## src/hw/rtl/mpsa_pkg.sv

```systemverilog
`timescale 1ns / 1ps
// ----------------------------------------------------------------------------
// mpsa_pkg: shared types and constants for the macroblock pixel store addresser
// Field widths, plane codes, block index codes and the payload structs that
// travel between the front end, the queue and the back end.
// ----------------------------------------------------------------------------
package mpsa_pkg;

    localparam int WIDTH_W  = 13;   // picture width register
    localparam int MBA_W    = 16;   // macroblock address
    localparam int MBW_W    = 9;    // macroblocks per row (width / 16)
    localparam int OFF_W    = 24;   // pixel offset within a plane
    localparam int PIX_W    = 8;
    localparam int SAMPLE_W = 16;
    localparam int BLK_W    = 3;
    localparam int POS_W    = 3;

    localparam logic [WIDTH_W-1:0] WIDTH_RESET = 13'd720;

    // block index codes: 0..3 luma, then the two chroma blocks
    localparam logic [BLK_W-1:0] BLK_CR = 3'd4;
    localparam logic [BLK_W-1:0] BLK_CB = 3'd5;

    typedef enum logic [1:0] {
        PLANE_LUMA = 2'd0,
        PLANE_CR   = 2'd1,
        PLANE_CB   = 2'd2
    } t_plane;

    // classified item: everything but the macroblock split is resolved
    typedef struct packed {
        logic [MBA_W-1:0] mba;
        t_plane           plane;
        logic [OFF_W-1:0] local_off;
        logic [PIX_W-1:0] pixel;
    } t_item;

    // one stage of the restoring divider
    typedef struct packed {
        logic [MBW_W-1:0] rem;
        logic [MBA_W-1:0] dvd;
        logic [MBA_W-1:0] quo;
        t_item            item;
    } t_div;

endpackage

```

## src/hw/rtl/mpsa_front.sv

```systemverilog
`timescale 1ns / 1ps
// ----------------------------------------------------------------------------
// mpsa_front: input stage
// Registers each input beat, drops skipped macroblocks and unused block
// indexes, clamps the sample and resolves the offset inside the macroblock.
// ----------------------------------------------------------------------------
module mpsa_front (
    input  logic                              i_clk,
    input  logic                              i_rst_n,
    input  logic [mpsa_pkg::WIDTH_W-1:0]      i_picture_width,
    input  logic                              i_valid,
    output logic                              o_ready,
    input  logic [mpsa_pkg::MBA_W-1:0]        i_mb_address,
    input  logic                              i_field_dct,
    input  logic                              i_skip_mb,
    input  logic [mpsa_pkg::BLK_W-1:0]        i_block_index,
    input  logic [mpsa_pkg::POS_W-1:0]        i_row,
    input  logic [mpsa_pkg::POS_W-1:0]        i_col,
    input  logic signed [mpsa_pkg::SAMPLE_W-1:0] i_sample,
    output logic                              o_push,
    input  logic                              i_q_ready,
    output mpsa_pkg::t_item                   o_item
);
    import mpsa_pkg::*;

    logic            r_valid;
    logic            r_keep;
    t_item           r_item;
    t_item           n_item;
    logic            w_keep;
    logic            w_luma;
    logic [13:0]     w_pitch;
    logic [15:0]     w_lower;
    logic [16:0]     w_row_off;
    logic [17:0]     w_luma_off;
    logic [14:0]     w_chroma_off;

    // classify: skipped macroblocks and block indexes past Cb give nothing
    assign w_keep = !i_skip_mb && (i_block_index <= BLK_CB);
    assign w_luma = (i_block_index < BLK_CR);

    // field DCT: rows at twice the pitch, lower blocks start one line down
    assign w_pitch   = i_field_dct ? {i_picture_width, 1'b0} : {1'b0, i_picture_width};
    assign w_lower   = i_field_dct ? {3'b000, i_picture_width} : {i_picture_width, 3'b000};
    assign w_row_off = 17'(i_row) * 17'(w_pitch);

    assign w_luma_off = (i_block_index[1] ? 18'(w_lower) : 18'd0)
                      + (i_block_index[0] ? 18'd8 : 18'd0)
                      + 18'(w_row_off) + 18'(i_col);
    assign w_chroma_off = 15'(i_row) * 15'(i_picture_width[WIDTH_W-1:1]) + 15'(i_col);

    always_comb begin
        n_item.mba       = i_mb_address;
        n_item.local_off = w_luma ? OFF_W'(w_luma_off) : OFF_W'(w_chroma_off);
        if (w_luma) begin
            n_item.plane = PLANE_LUMA;
        end else if (i_block_index == BLK_CR) begin
            n_item.plane = PLANE_CR;
        end else begin
            n_item.plane = PLANE_CB;
        end
        // saturate to 0..255
        if (i_sample[SAMPLE_W-1]) begin
            n_item.pixel = '0;
        end else if (|i_sample[SAMPLE_W-2:PIX_W]) begin
            n_item.pixel = '1;
        end else begin
            n_item.pixel = i_sample[PIX_W-1:0];
        end
    end

    // a dropped beat never waits on the queue
    assign o_ready = !r_valid || !r_keep || i_q_ready;
    assign o_push  = r_valid && r_keep;
    assign o_item  = r_item;

    always_ff @(posedge i_clk) begin
        if (!i_rst_n) begin
            r_valid <= 1'b0;
        end else if (o_ready) begin
            r_valid <= i_valid;
        end
    end

    always_ff @(posedge i_clk) begin
        if (i_valid && o_ready) begin
            r_item <= n_item;
            r_keep <= w_keep;
        end
    end

endmodule

```

## src/hw/rtl/mpsa_fifo.sv

```systemverilog
`timescale 1ns / 1ps
// ----------------------------------------------------------------------------
// mpsa_fifo: item queue
// Small register queue between the front end and the back end so that
// each side can stall on its own.
// ----------------------------------------------------------------------------
module mpsa_fifo #(
    parameter int DEPTH = 4
) (
    input  logic            i_clk,
    input  logic            i_rst_n,
    input  logic            i_push,
    output logic            o_ready,
    input  mpsa_pkg::t_item i_item,
    output logic            o_valid,
    input  logic            i_pop,
    output mpsa_pkg::t_item o_item
);
    import mpsa_pkg::*;

    localparam int PTR_W = $clog2(DEPTH);
    localparam int CNT_W = $clog2(DEPTH + 1);

    t_item              r_mem [DEPTH];
    logic [PTR_W-1:0]   r_wr_ptr;
    logic [PTR_W-1:0]   r_rd_ptr;
    logic [CNT_W-1:0]   r_count;
    logic               w_push;
    logic               w_pop;

    assign o_ready = (r_count != CNT_W'(DEPTH));
    assign o_valid = (r_count != '0);
    assign o_item  = r_mem[r_rd_ptr];
    assign w_push  = i_push && o_ready;
    assign w_pop   = i_pop && o_valid;

    // pointers and fill count
    always_ff @(posedge i_clk) begin
        if (!i_rst_n) begin
            r_wr_ptr <= '0;
            r_rd_ptr <= '0;
            r_count  <= '0;
        end else begin
            if (w_push) begin
                r_wr_ptr <= (r_wr_ptr == PTR_W'(DEPTH - 1)) ? '0 : r_wr_ptr + 1'b1;
            end
            if (w_pop) begin
                r_rd_ptr <= (r_rd_ptr == PTR_W'(DEPTH - 1)) ? '0 : r_rd_ptr + 1'b1;
            end
            case ({w_push, w_pop})
                2'b10:   r_count <= r_count + 1'b1;
                2'b01:   r_count <= r_count - 1'b1;
                default: r_count <= r_count;
            endcase
        end
    end

    // storage
    always_ff @(posedge i_clk) begin
        if (w_push) begin
            r_mem[r_wr_ptr] <= i_item;
        end
    end

endmodule

```

## src/hw/rtl/mpsa_back.sv

```systemverilog
`timescale 1ns / 1ps
// ----------------------------------------------------------------------------
// mpsa_back: macroblock split and offset assembly
// Pipelined restoring divider splits the macroblock address into column
// and row, one quotient bit per stage, then one multiply stage and the
// output register build the final plane offset.
// ----------------------------------------------------------------------------
module mpsa_back (
    input  logic                          i_clk,
    input  logic                          i_rst_n,
    input  logic [mpsa_pkg::WIDTH_W-1:0]  i_picture_width,
    input  logic                          i_valid,
    output logic                          o_pop,
    input  mpsa_pkg::t_item               i_item,
    output logic                          o_valid,
    input  logic                          i_ready,
    output logic [1:0]                    o_plane,
    output logic [mpsa_pkg::OFF_W-1:0]    o_byte_offset,
    output logic [mpsa_pkg::PIX_W-1:0]    o_pixel
);
    import mpsa_pkg::*;

    localparam int NSTG = MBA_W;   // one quotient bit per stage

    logic [MBW_W-1:0]   w_mbw;
    logic               w_mbw_zero;
    logic               w_en;

    logic [NSTG:0]      r_div_valid;
    t_div               r_div [NSTG+1];
    t_div               n_div [NSTG+1];

    logic               r_mul_valid;
    t_item              r_mul_item;
    logic [OFF_W-1:0]   r_mul_prod;
    logic [OFF_W-1:0]   r_mul_mx;
    logic [MBA_W-1:0]   w_mx;
    logic [MBA_W-1:0]   w_my;
    logic [WIDTH_W-1:0] w_mulw;
    logic [28:0]        w_prod;
    logic               w_mul_luma;
    logic [OFF_W-1:0]   w_row_term;

    logic               r_out_valid;
    t_plane             r_out_plane;
    logic [OFF_W-1:0]   r_out_off;
    logic [PIX_W-1:0]   r_out_pixel;

    assign w_mbw      = i_picture_width[WIDTH_W-1:4];
    assign w_mbw_zero = (w_mbw == '0);

    // the whole pipeline moves when the output register frees up
    assign w_en  = !r_out_valid || i_ready;
    assign o_pop = w_en && i_valid;

    // divider entry
    always_comb begin
        n_div[0].rem  = '0;
        n_div[0].dvd  = i_item.mba;
        n_div[0].quo  = '0;
        n_div[0].item = i_item;
    end

    // one restoring step per stage
    for (genvar k = 0; k < NSTG; k++) begin : g_div
        logic [MBW_W:0] w_trial;
        logic [MBW_W:0] w_diff;
        logic           w_ge;

        assign w_trial = {r_div[k].rem, r_div[k].dvd[MBA_W-1]};
        assign w_ge    = (w_trial >= {1'b0, w_mbw});
        assign w_diff  = w_trial - {1'b0, w_mbw};

        always_comb begin
            n_div[k+1].rem  = w_ge ? w_diff[MBW_W-1:0] : w_trial[MBW_W-1:0];
            n_div[k+1].dvd  = {r_div[k].dvd[MBA_W-2:0], 1'b0};
            n_div[k+1].quo  = {r_div[k].quo[MBA_W-2:0], w_ge};
            n_div[k+1].item = r_div[k].item;
        end
    end

    for (genvar k = 0; k <= NSTG; k++) begin : g_stage
        always_ff @(posedge i_clk) begin
            if (!i_rst_n) begin
                r_div_valid[k] <= 1'b0;
            end else if (w_en) begin
                r_div_valid[k] <= (k == 0) ? i_valid : r_div_valid[(k == 0) ? 0 : k-1];
            end
        end

        always_ff @(posedge i_clk) begin
            if (w_en) begin
                r_div[k] <= n_div[k];
            end
        end
    end

    // multiply stage: row term; a zero macroblock width leaves the address whole
    assign w_mul_luma = (r_div[NSTG].item.plane == PLANE_LUMA);
    assign w_mx   = w_mbw_zero ? r_div[NSTG].item.mba : MBA_W'(r_div[NSTG].rem);
    assign w_my   = w_mbw_zero ? '0 : r_div[NSTG].quo;
    assign w_mulw = w_mul_luma ? i_picture_width : {1'b0, i_picture_width[WIDTH_W-1:1]};
    assign w_prod = 29'(w_my) * 29'(w_mulw);

    always_ff @(posedge i_clk) begin
        if (!i_rst_n) begin
            r_mul_valid <= 1'b0;
        end else if (w_en) begin
            r_mul_valid <= r_div_valid[NSTG];
        end
    end

    always_ff @(posedge i_clk) begin
        if (w_en) begin
            r_mul_item <= r_div[NSTG].item;
            r_mul_prod <= w_prod[OFF_W-1:0];
            r_mul_mx   <= w_mul_luma ? OFF_W'({w_mx, 4'b0000}) : OFF_W'({w_mx, 3'b000});
        end
    end

    // output register: luma rows of macroblocks are 16 lines, chroma 8
    assign w_row_term = (r_mul_item.plane == PLANE_LUMA)
                      ? {r_mul_prod[OFF_W-5:0], 4'b0000}
                      : {r_mul_prod[OFF_W-4:0], 3'b000};

    always_ff @(posedge i_clk) begin
        if (!i_rst_n) begin
            r_out_valid <= 1'b0;
        end else if (w_en) begin
            r_out_valid <= r_mul_valid;
        end
    end

    always_ff @(posedge i_clk) begin
        if (w_en) begin
            r_out_plane <= r_mul_item.plane;
            r_out_off   <= r_mul_mx + w_row_term + r_mul_item.local_off;
            r_out_pixel <= r_mul_item.pixel;
        end
    end

    assign o_valid       = r_out_valid;
    assign o_plane       = r_out_plane;
    assign o_byte_offset = r_out_off;
    assign o_pixel       = r_out_pixel;

endmodule

```

## src/hw/rtl/macroblock_pixel_store_addresser.sv

```systemverilog
`timescale 1ns / 1ps
// ----------------------------------------------------------------------------
// macroblock_pixel_store_addresser: intra macroblock pixel store addresser
// Turns tagged reconstructed samples into plane, plane offset and pixel.
// ----------------------------------------------------------------------------
// Usage:
//   Slave stream: one beat per reconstructed sample, tagged with macroblock
//   address, block index, row and column; tuser carries the DCT type and
//   the skip flag. Skipped macroblocks and block indexes 6 and 7 give no
//   result beat. Master stream: one beat per kept sample, in input order,
//   with the plane in tuser and offset and clamped pixel in tdata.
//   picture_width is written through i_cfg_wr_en / i_cfg_wr_data while no
//   beat is in flight; it resets to 720.
//   Throughput: one beat per cycle, sustained, in both directions while
//   m_axis_tready stays high. Path from input accept to output valid:
//   input register, queue, 17 registers of the 16-step divider that
//   splits the macroblock address, the multiply stage, output register.
//   When the receiver stalls, the back pipeline holds, the queue fills,
//   and only then does s_axis_tready drop.
//   Reset (synchronous, active low) empties every stage and the queue.
// ----------------------------------------------------------------------------
module macroblock_pixel_store_addresser #(
    parameter int QUEUE_DEPTH = 4
) (
    input  logic                         i_clk,
    input  logic                         i_rst_n,
    // configuration
    input  logic                         i_cfg_wr_en,
    input  logic [mpsa_pkg::WIDTH_W-1:0] i_cfg_wr_data,
    // slave stream
    input  logic                         s_axis_tvalid,
    output logic                         s_axis_tready,
    // [15:0] mb_address, [18:16] block_index, [21:19] row, [24:22] col,
    // [40:25] sample, [47:41] zero
    input  logic [47:0]                  s_axis_tdata,
    // [0] field_dct, [1] skip_mb
    input  logic [1:0]                   s_axis_tuser,
    // master stream
    output logic                         m_axis_tvalid,
    input  logic                         m_axis_tready,
    // [23:0] byte_offset, [31:24] pixel
    output logic [31:0]                  m_axis_tdata,
    // [1:0] plane
    output logic [1:0]                   m_axis_tuser
);
    import mpsa_pkg::*;

    logic [WIDTH_W-1:0] r_picture_width;
    logic               w_q_push;
    logic               w_q_ready;
    t_item              w_front_item;
    logic               w_q_valid;
    logic               w_q_pop;
    t_item              w_q_item;
    logic [OFF_W-1:0]   w_byte_offset;
    logic [PIX_W-1:0]   w_pixel;

    // configuration register
    always_ff @(posedge i_clk) begin
        if (!i_rst_n) begin
            r_picture_width <= WIDTH_RESET;
        end else if (i_cfg_wr_en) begin
            r_picture_width <= i_cfg_wr_data;
        end
    end

    mpsa_front u_front (
        .i_clk           (i_clk),
        .i_rst_n         (i_rst_n),
        .i_picture_width (r_picture_width),
        .i_valid         (s_axis_tvalid),
        .o_ready         (s_axis_tready),
        .i_mb_address    (s_axis_tdata[15:0]),
        .i_field_dct     (s_axis_tuser[0]),
        .i_skip_mb       (s_axis_tuser[1]),
        .i_block_index   (s_axis_tdata[18:16]),
        .i_row           (s_axis_tdata[21:19]),
        .i_col           (s_axis_tdata[24:22]),
        .i_sample        (s_axis_tdata[40:25]),
        .o_push          (w_q_push),
        .i_q_ready       (w_q_ready),
        .o_item          (w_front_item)
    );

    mpsa_fifo #(
        .DEPTH (QUEUE_DEPTH)
    ) u_fifo (
        .i_clk   (i_clk),
        .i_rst_n (i_rst_n),
        .i_push  (w_q_push),
        .o_ready (w_q_ready),
        .i_item  (w_front_item),
        .o_valid (w_q_valid),
        .i_pop   (w_q_pop),
        .o_item  (w_q_item)
    );

    mpsa_back u_back (
        .i_clk           (i_clk),
        .i_rst_n         (i_rst_n),
        .i_picture_width (r_picture_width),
        .i_valid         (w_q_valid),
        .o_pop           (w_q_pop),
        .i_item          (w_q_item),
        .o_valid         (m_axis_tvalid),
        .i_ready         (m_axis_tready),
        .o_plane         (m_axis_tuser),
        .o_byte_offset   (w_byte_offset),
        .o_pixel         (w_pixel)
    );

    assign m_axis_tdata = {w_pixel, w_byte_offset};

    // assertions
    a_no_overflow: assert property (@(posedge i_clk) disable iff (!i_rst_n)
        w_q_push && !w_q_ready |-> !s_axis_tready)
        else $error("front stage dropped a beat into a full queue");

    a_plane_code: assert property (@(posedge i_clk) disable iff (!i_rst_n)
        m_axis_tvalid |-> (m_axis_tuser == PLANE_LUMA || m_axis_tuser == PLANE_CR
                           || m_axis_tuser == PLANE_CB))
        else $error("result beat with an unused plane code");

    a_reset_empty: assert property (@(posedge i_clk)
        !i_rst_n |=> !m_axis_tvalid && !w_q_valid)
        else $error("pipeline not empty after reset");

    a_pop_only_valid: assert property (@(posedge i_clk) disable iff (!i_rst_n)
        w_q_pop |-> w_q_valid)
        else $error("back end popped an empty queue");

endmodule
```

## config.mk

```make
export PLATFORM = sky130hd
export DESIGN_NAME = macroblock_pixel_store_addresser
export DESIGN_NICKNAME = d
export VERILOG_FILES = /design/src/hw/rtl/mpsa_pkg.sv /design/src/hw/rtl/mpsa_front.sv /design/src/hw/rtl/mpsa_fifo.sv /design/src/hw/rtl/mpsa_back.sv /design/src/hw/rtl/macroblock_pixel_store_addresser.sv
export SDC_FILE = /design/constraint.sdc
export NUM_CORES = 2
export LEC_CHECK = 0
export BUFFER_PORTS_ARGS = -buffer_cell sky130_fd_sc_hd__buf_2
export CAP_MARGIN = 20
export CORE_MARGIN = 1
export CORE_UTILIZATION = 55
export DETAILED_ROUTE_END_ITERATION = 16
export PLACE_DENSITY_LB_ADDON = 0.25
export SYNTH_ARGS = -nofsm -noshare
export SYNTH_HDL_FRONTEND = slang
export SYNTH_SLANG_ARGS = --single-unit
```

## constraint.sdc

```tcl
create_clock -name i_clk -period 51.9 [get_ports i_clk]
set_input_delay 15.57 -clock i_clk [delete_from_list [all_inputs] [get_ports i_clk]]
set_output_delay 15.57 -clock i_clk [all_outputs]
set_load 0.03 [all_outputs]
```

==> flow_summary.rst <==
.. list-table::
   :header-rows: 1

   * - Metric
     - Value
   * - Number of H-tree branching levels
     - 4
   * - Number of buffers added for setup after CTS
     - 0
   * - Horizontal die dimension
     - 335 microns
   * - Wire length of the first global-routing pass
     - 161000 microns
   * - Wire length on met1
     - 45300 microns
   * - Number of DRC violations after detailed routing
     - 0
   * - Area fraction in and, or, nand and nor cells after synthesis
     - 6.63%
   * - Delay-heaviest family, CP
     - buffers and inverters
   * - Floorplan die area
     - roughly 110000 sq um
   * - First-pass iteration count of the detailed router
     - 5
   * - Worst hold path class
     - reg2reg
   * - Number of routed nets with antenna violations
     - 0
   * - Cell mode on critical path
     - sky130_fd_sc_hd__buf_4
   * - Share of flip-flops with an asynchronous set or reset after synthesis
     - 0%
   * - Average wire per standard cell
     - 17.8 microns
   * - Startpoint kind of the worst setup timing path
     - primary input
   * - Share of the synthesized area in compound gates (AO/OA/AOI/OAI)
     - 5.15%
   * - Largest stage delay on the critical path
     - 0.92 ns
   * - Most frequent cells after synthesis
     - sky130_fd_sc_hd__edfxtp_1, sky130_fd_sc_hd__inv_1, sky130_fd_sc_hd__nand2_1, sky130_fd_sc_hd__ha_1, sky130_fd_sc_hd__nor2_1
   * - Number of antenna violations at the first check in global routing
     - 1
   * - Site Rows
     - between 100 and 150
   * - Yosys cell types
     - 58
   * - Cell with the biggest individual delay on the critical path
     - sky130_fd_sc_hd__buf_4
   * - Number of instances in the synthesized netlist
     - 3972
   * - Clock transition at the registers of the reported paths
     - 0.06 ns
   * - Outcome
     - finished, final reports clean
   * - Dominant cells by area after synthesis
     - sky130_fd_sc_hd__edfxtp_1, sky130_fd_sc_hd__fa_1, sky130_fd_sc_hd__ha_1, sky130_fd_sc_hd__inv_1, sky130_fd_sc_hd__xnor2_1
   * - Synthesized area
     - 60800 sq um
   * - Post-CTS sizing
     - 0
   * - Largest family of logic cells by synthesized area
     - adder cells
   * - Clock tree skew after final layout
     - 0.0303 ns
   * - Final Routed Wirelength
     - 102000 microns
   * - Later-pin clock latency in the skew report
     - approximately 0.76 ns
   * - RSZ-0062 raised after global routing
     - no
   * - Area share of the leading cell type in the synthesized netlist
     - roughly 67%
   * - Slew Limit Fails
     - 0
   * - Post-layout minimum cycle time
     - 20.65 ns
   * - Port buffer count
     - between 90 and 100
   * - Total Negative Setup Slacks
     - 0 ns
   * - Number of clock sinks
     - 1391
   * - Maximum number of pins on one net before global-route repair
     - ~180
   * - Drt initial violations
     - about 2000
   * - DR WL met2
     - around 49000 microns
   * - Num CTS Buffers
     - 140
   * - Area inside the core boundary
     - 109000 sq um
   * - Post-Synth Adder-Cell Area
     - 12.2%
   * - Max Clock Freq
     - 48.4 MHz
   * - Number of hold violations in the final report
     - 0
   * - Cell accounting for the most synthesized area
     - sky130_fd_sc_hd__edfxtp_1
   * - CTS tree
     - done
   * - Grt ovf
     - 0
   * - Die Span Y
     - 335 microns
   * - Cell-by-cell trace of the critical path
     - buf_2, nor2b_2, buf_4, inv_8, buf_4, buf_4, buf_4, buf_4, buf_4, buf_16
   * - Worst-case clock buffer depth
     - 3
   * - Endpoints failing setup
     - 0
   * - Final-stage net count
     - 4706
   * - Aggregate global-route resource usage
     - between 10% and 20%
   * - Post-Synthesis Mean Instance Area
     - about 15 sq um
   * - Post-Synth XOR/XNOR Area
     - 2.38%
   * - Fraction of synthesized area in multiplexers
     - 2.85%
   * - Effective utilization at floorplan
     - 55.7%
   * - FF+latch count, synth
     - between 1000 and 1500
   * - Main synth FF type
     - sky130_fd_sc_hd__edfxtp_1
   * - Via Count
     - 30500
   * - Syn nets
     - 4512
   * - Pin slew with the least headroom to its limit
     - 1.15 ns
   * - Finished Layout Cells
     - 5751
   * - Syn-to-layout area delta
     - 11.5%
   * - Cell chosen for the clock root
     - sky130_fd_sc_hd__clkbuf_16
   * - Fraction of the cycle the final worst path needs
     - 39.8%
   * - Number of hold buffers added after CTS
     - 0
   * - Num ports
     - ~100
   * - Post-synthesis sequential area ratio
     - between 60% and 70%
   * - Number of buffers and inverters on the critical path
     - 9
   * - Headroom to the max-slew limit
     - between 20% and 30%
   * - Max-cap viol count
     - 0
   * - Required arrival time at the worst endpoint
     - 52.29 ns
   * - Post-synth EDFFs
     - 1349
   * - Dominant cell by count in the synthesized netlist
     - sky130_fd_sc_hd__edfxtp_1
   * - Post-detail-place hpwl
     - 65500 microns
   * - Maximum fanout along the worst path
     - 138
   * - Kind of capture point of the worst setup path
     - flip-flop
   * - Arrival time worst endpoint
     - approximately 21 ns
   * - Share of post-route cells with drive strength above 1
     - 10.6%
   * - Vias in the first global route
     - ~30000
   * - Post-Place Cells
     - about 5500
   * - Type of the worst setup path
     - in2reg
   * - Top routing layer in use
     - met4
   * - Met3 layer wire length in the routed design
     - between 4000 and 5000 microns
   * - RePlAce Congestion
     - 0.864
   * - Vias per Instance
     - 5.30
   * - Count of warnings emitted by yosys
     - 0
   * - Final antenna diode count
     - 0
## state kept, by name (all words and copies together), names as in the netlist, 2 cells and up, named ones only
signal / flops
r_picture_width: 13
u_back.r_mul_mx: 17
u_back.o_plane: 2
u_back.o_pixel: 8
u_back.r_mul_item: 28
u_back.r_div: 1028
u_fifo.r_rd_ptr: 2
u_fifo.r_count: 3
u_fifo.r_mem: 176
u_back.o_byte_offset: 24
u_back.r_mul_prod: 21
u_fifo.r_wr_ptr: 2
u_back.r_div_valid: 17
u_front.o_item: 44
## worst reg2reg max path: stages, from the launching register on
cell and delay (ns):
sky130_fd_sc_hd__dfxtp_1 0.72, sky130_fd_sc_hd__inv_1 0.47, sky130_fd_sc_hd__buf_4 0.36, sky130_fd_sc_hd__nand4_1 0.19, sky130_fd_sc_hd__or3_2 0.14, sky130_fd_sc_hd__buf_4 0.61
sky130_fd_sc_hd__and2_1 0.64, sky130_fd_sc_hd__nand2b_1 0.15, sky130_fd_sc_hd__fa_1 0.53, sky130_fd_sc_hd__inv_1 0.06, sky130_fd_sc_hd__fa_1 0.51, sky130_fd_sc_hd__fa_1 0.53
sky130_fd_sc_hd__inv_1 0.06, sky130_fd_sc_hd__fa_1 0.46, sky130_fd_sc_hd__fa_1 0.55, sky130_fd_sc_hd__inv_1 0.04, sky130_fd_sc_hd__ha_1 0.33, sky130_fd_sc_hd__o21ai_0 0.25
sky130_fd_sc_hd__nand2b_1 0.09, sky130_fd_sc_hd__o31ai_1 0.12, sky130_fd_sc_hd__o2111ai_1 0.21, sky130_fd_sc_hd__o211ai_1 0.22, sky130_fd_sc_hd__o2111ai_1 0.17, sky130_fd_sc_hd__a21oi_1 0.19
sky130_fd_sc_hd__xnor2_1 0.09
## logic make-up after synthesis
| family | Yosys count |
|---|---|
| muxes | 114 |
| adders and majority gates | 472 |
| DFF | 1391 |
| buffers and inverters | 457 |
| AOI/OAI and AO/OA | 497 |
| xor gates and xnor gates | 165 |
| and+or+nand+nor | 876 |
## layout by cell type, fill, tap and decap left out, types with 56 or more instances in the layout
cell,n
sky130_fd_sc_hd__clkbuf_16,142
sky130_fd_sc_hd__buf_2,96
sky130_fd_sc_hd__xnor2_1,125
sky130_fd_sc_hd__edfxtp_1,1349
sky130_fd_sc_hd__nor2b_1,75
sky130_fd_sc_hd__fa_1,202
sky130_fd_sc_hd__ha_1,270
sky130_fd_sc_hd__inv_1,361
sky130_fd_sc_hd__a21oi_1,201
sky130_fd_sc_hd__nand2_1,282
sky130_fd_sc_hd__a21o_1,100
sky130_fd_sc_hd__nand2b_1,62
sky130_fd_sc_hd__nor2_1,261
sky130_fd_sc_hd__o21ai_0,56
## stage by stage
stage	worst slack, ns	instance area [sq um]	hold WS [ns]	util [%]
2_1_floorplan	3.75	60800	0.400	-
3_3_place_gp	30.20	63200	0.400	57.8
3_5_place_dp	30.12	63200	0.405	57.8
4_1_cts	30.91	67800	0.374	62.0
5_1_grt	30.83	67800	0.401	62.0
6_report	31.25	67800	0.392	62.0
## metal layers
metal,track usage (%),up-vias
met5,0,-
met1,25.1,14900
met3,3.11,214
met2,30.4,614
met4,7.13,0
li1,-,14700
## final cells by class
type,count,area (sq um)
well taps,1476,1850
inverters,362,1370
clock inverters,82,856
clock buffers,169,3680
repair buffers,147,928
flip-flops and latches,1391,41400
fillers,8049,41500
multi-input cells,2124,17800
## worst paths after layout
| check | cells after the start | start | slack, ns | to |
|---|---|---|---|---|
| max | 10 | m_axis_tready | 31.25 | u_back.o_pixel[2] |
| min | 0 | u_back.r_div[0][69] | 0.39 | u_back.r_div[0][161] |
| max reg2reg | 24 | r_picture_width[9] | 43.95 | u_back.r_mul_prod[19] |
| min reg2reg | 0 | u_back.r_div[0][69] | 0.39 | u_back.r_div[0][161] |
Power is not shown: default switching activity piles up to over one toggle a cycle in this logic, so the estimate is an artifact.
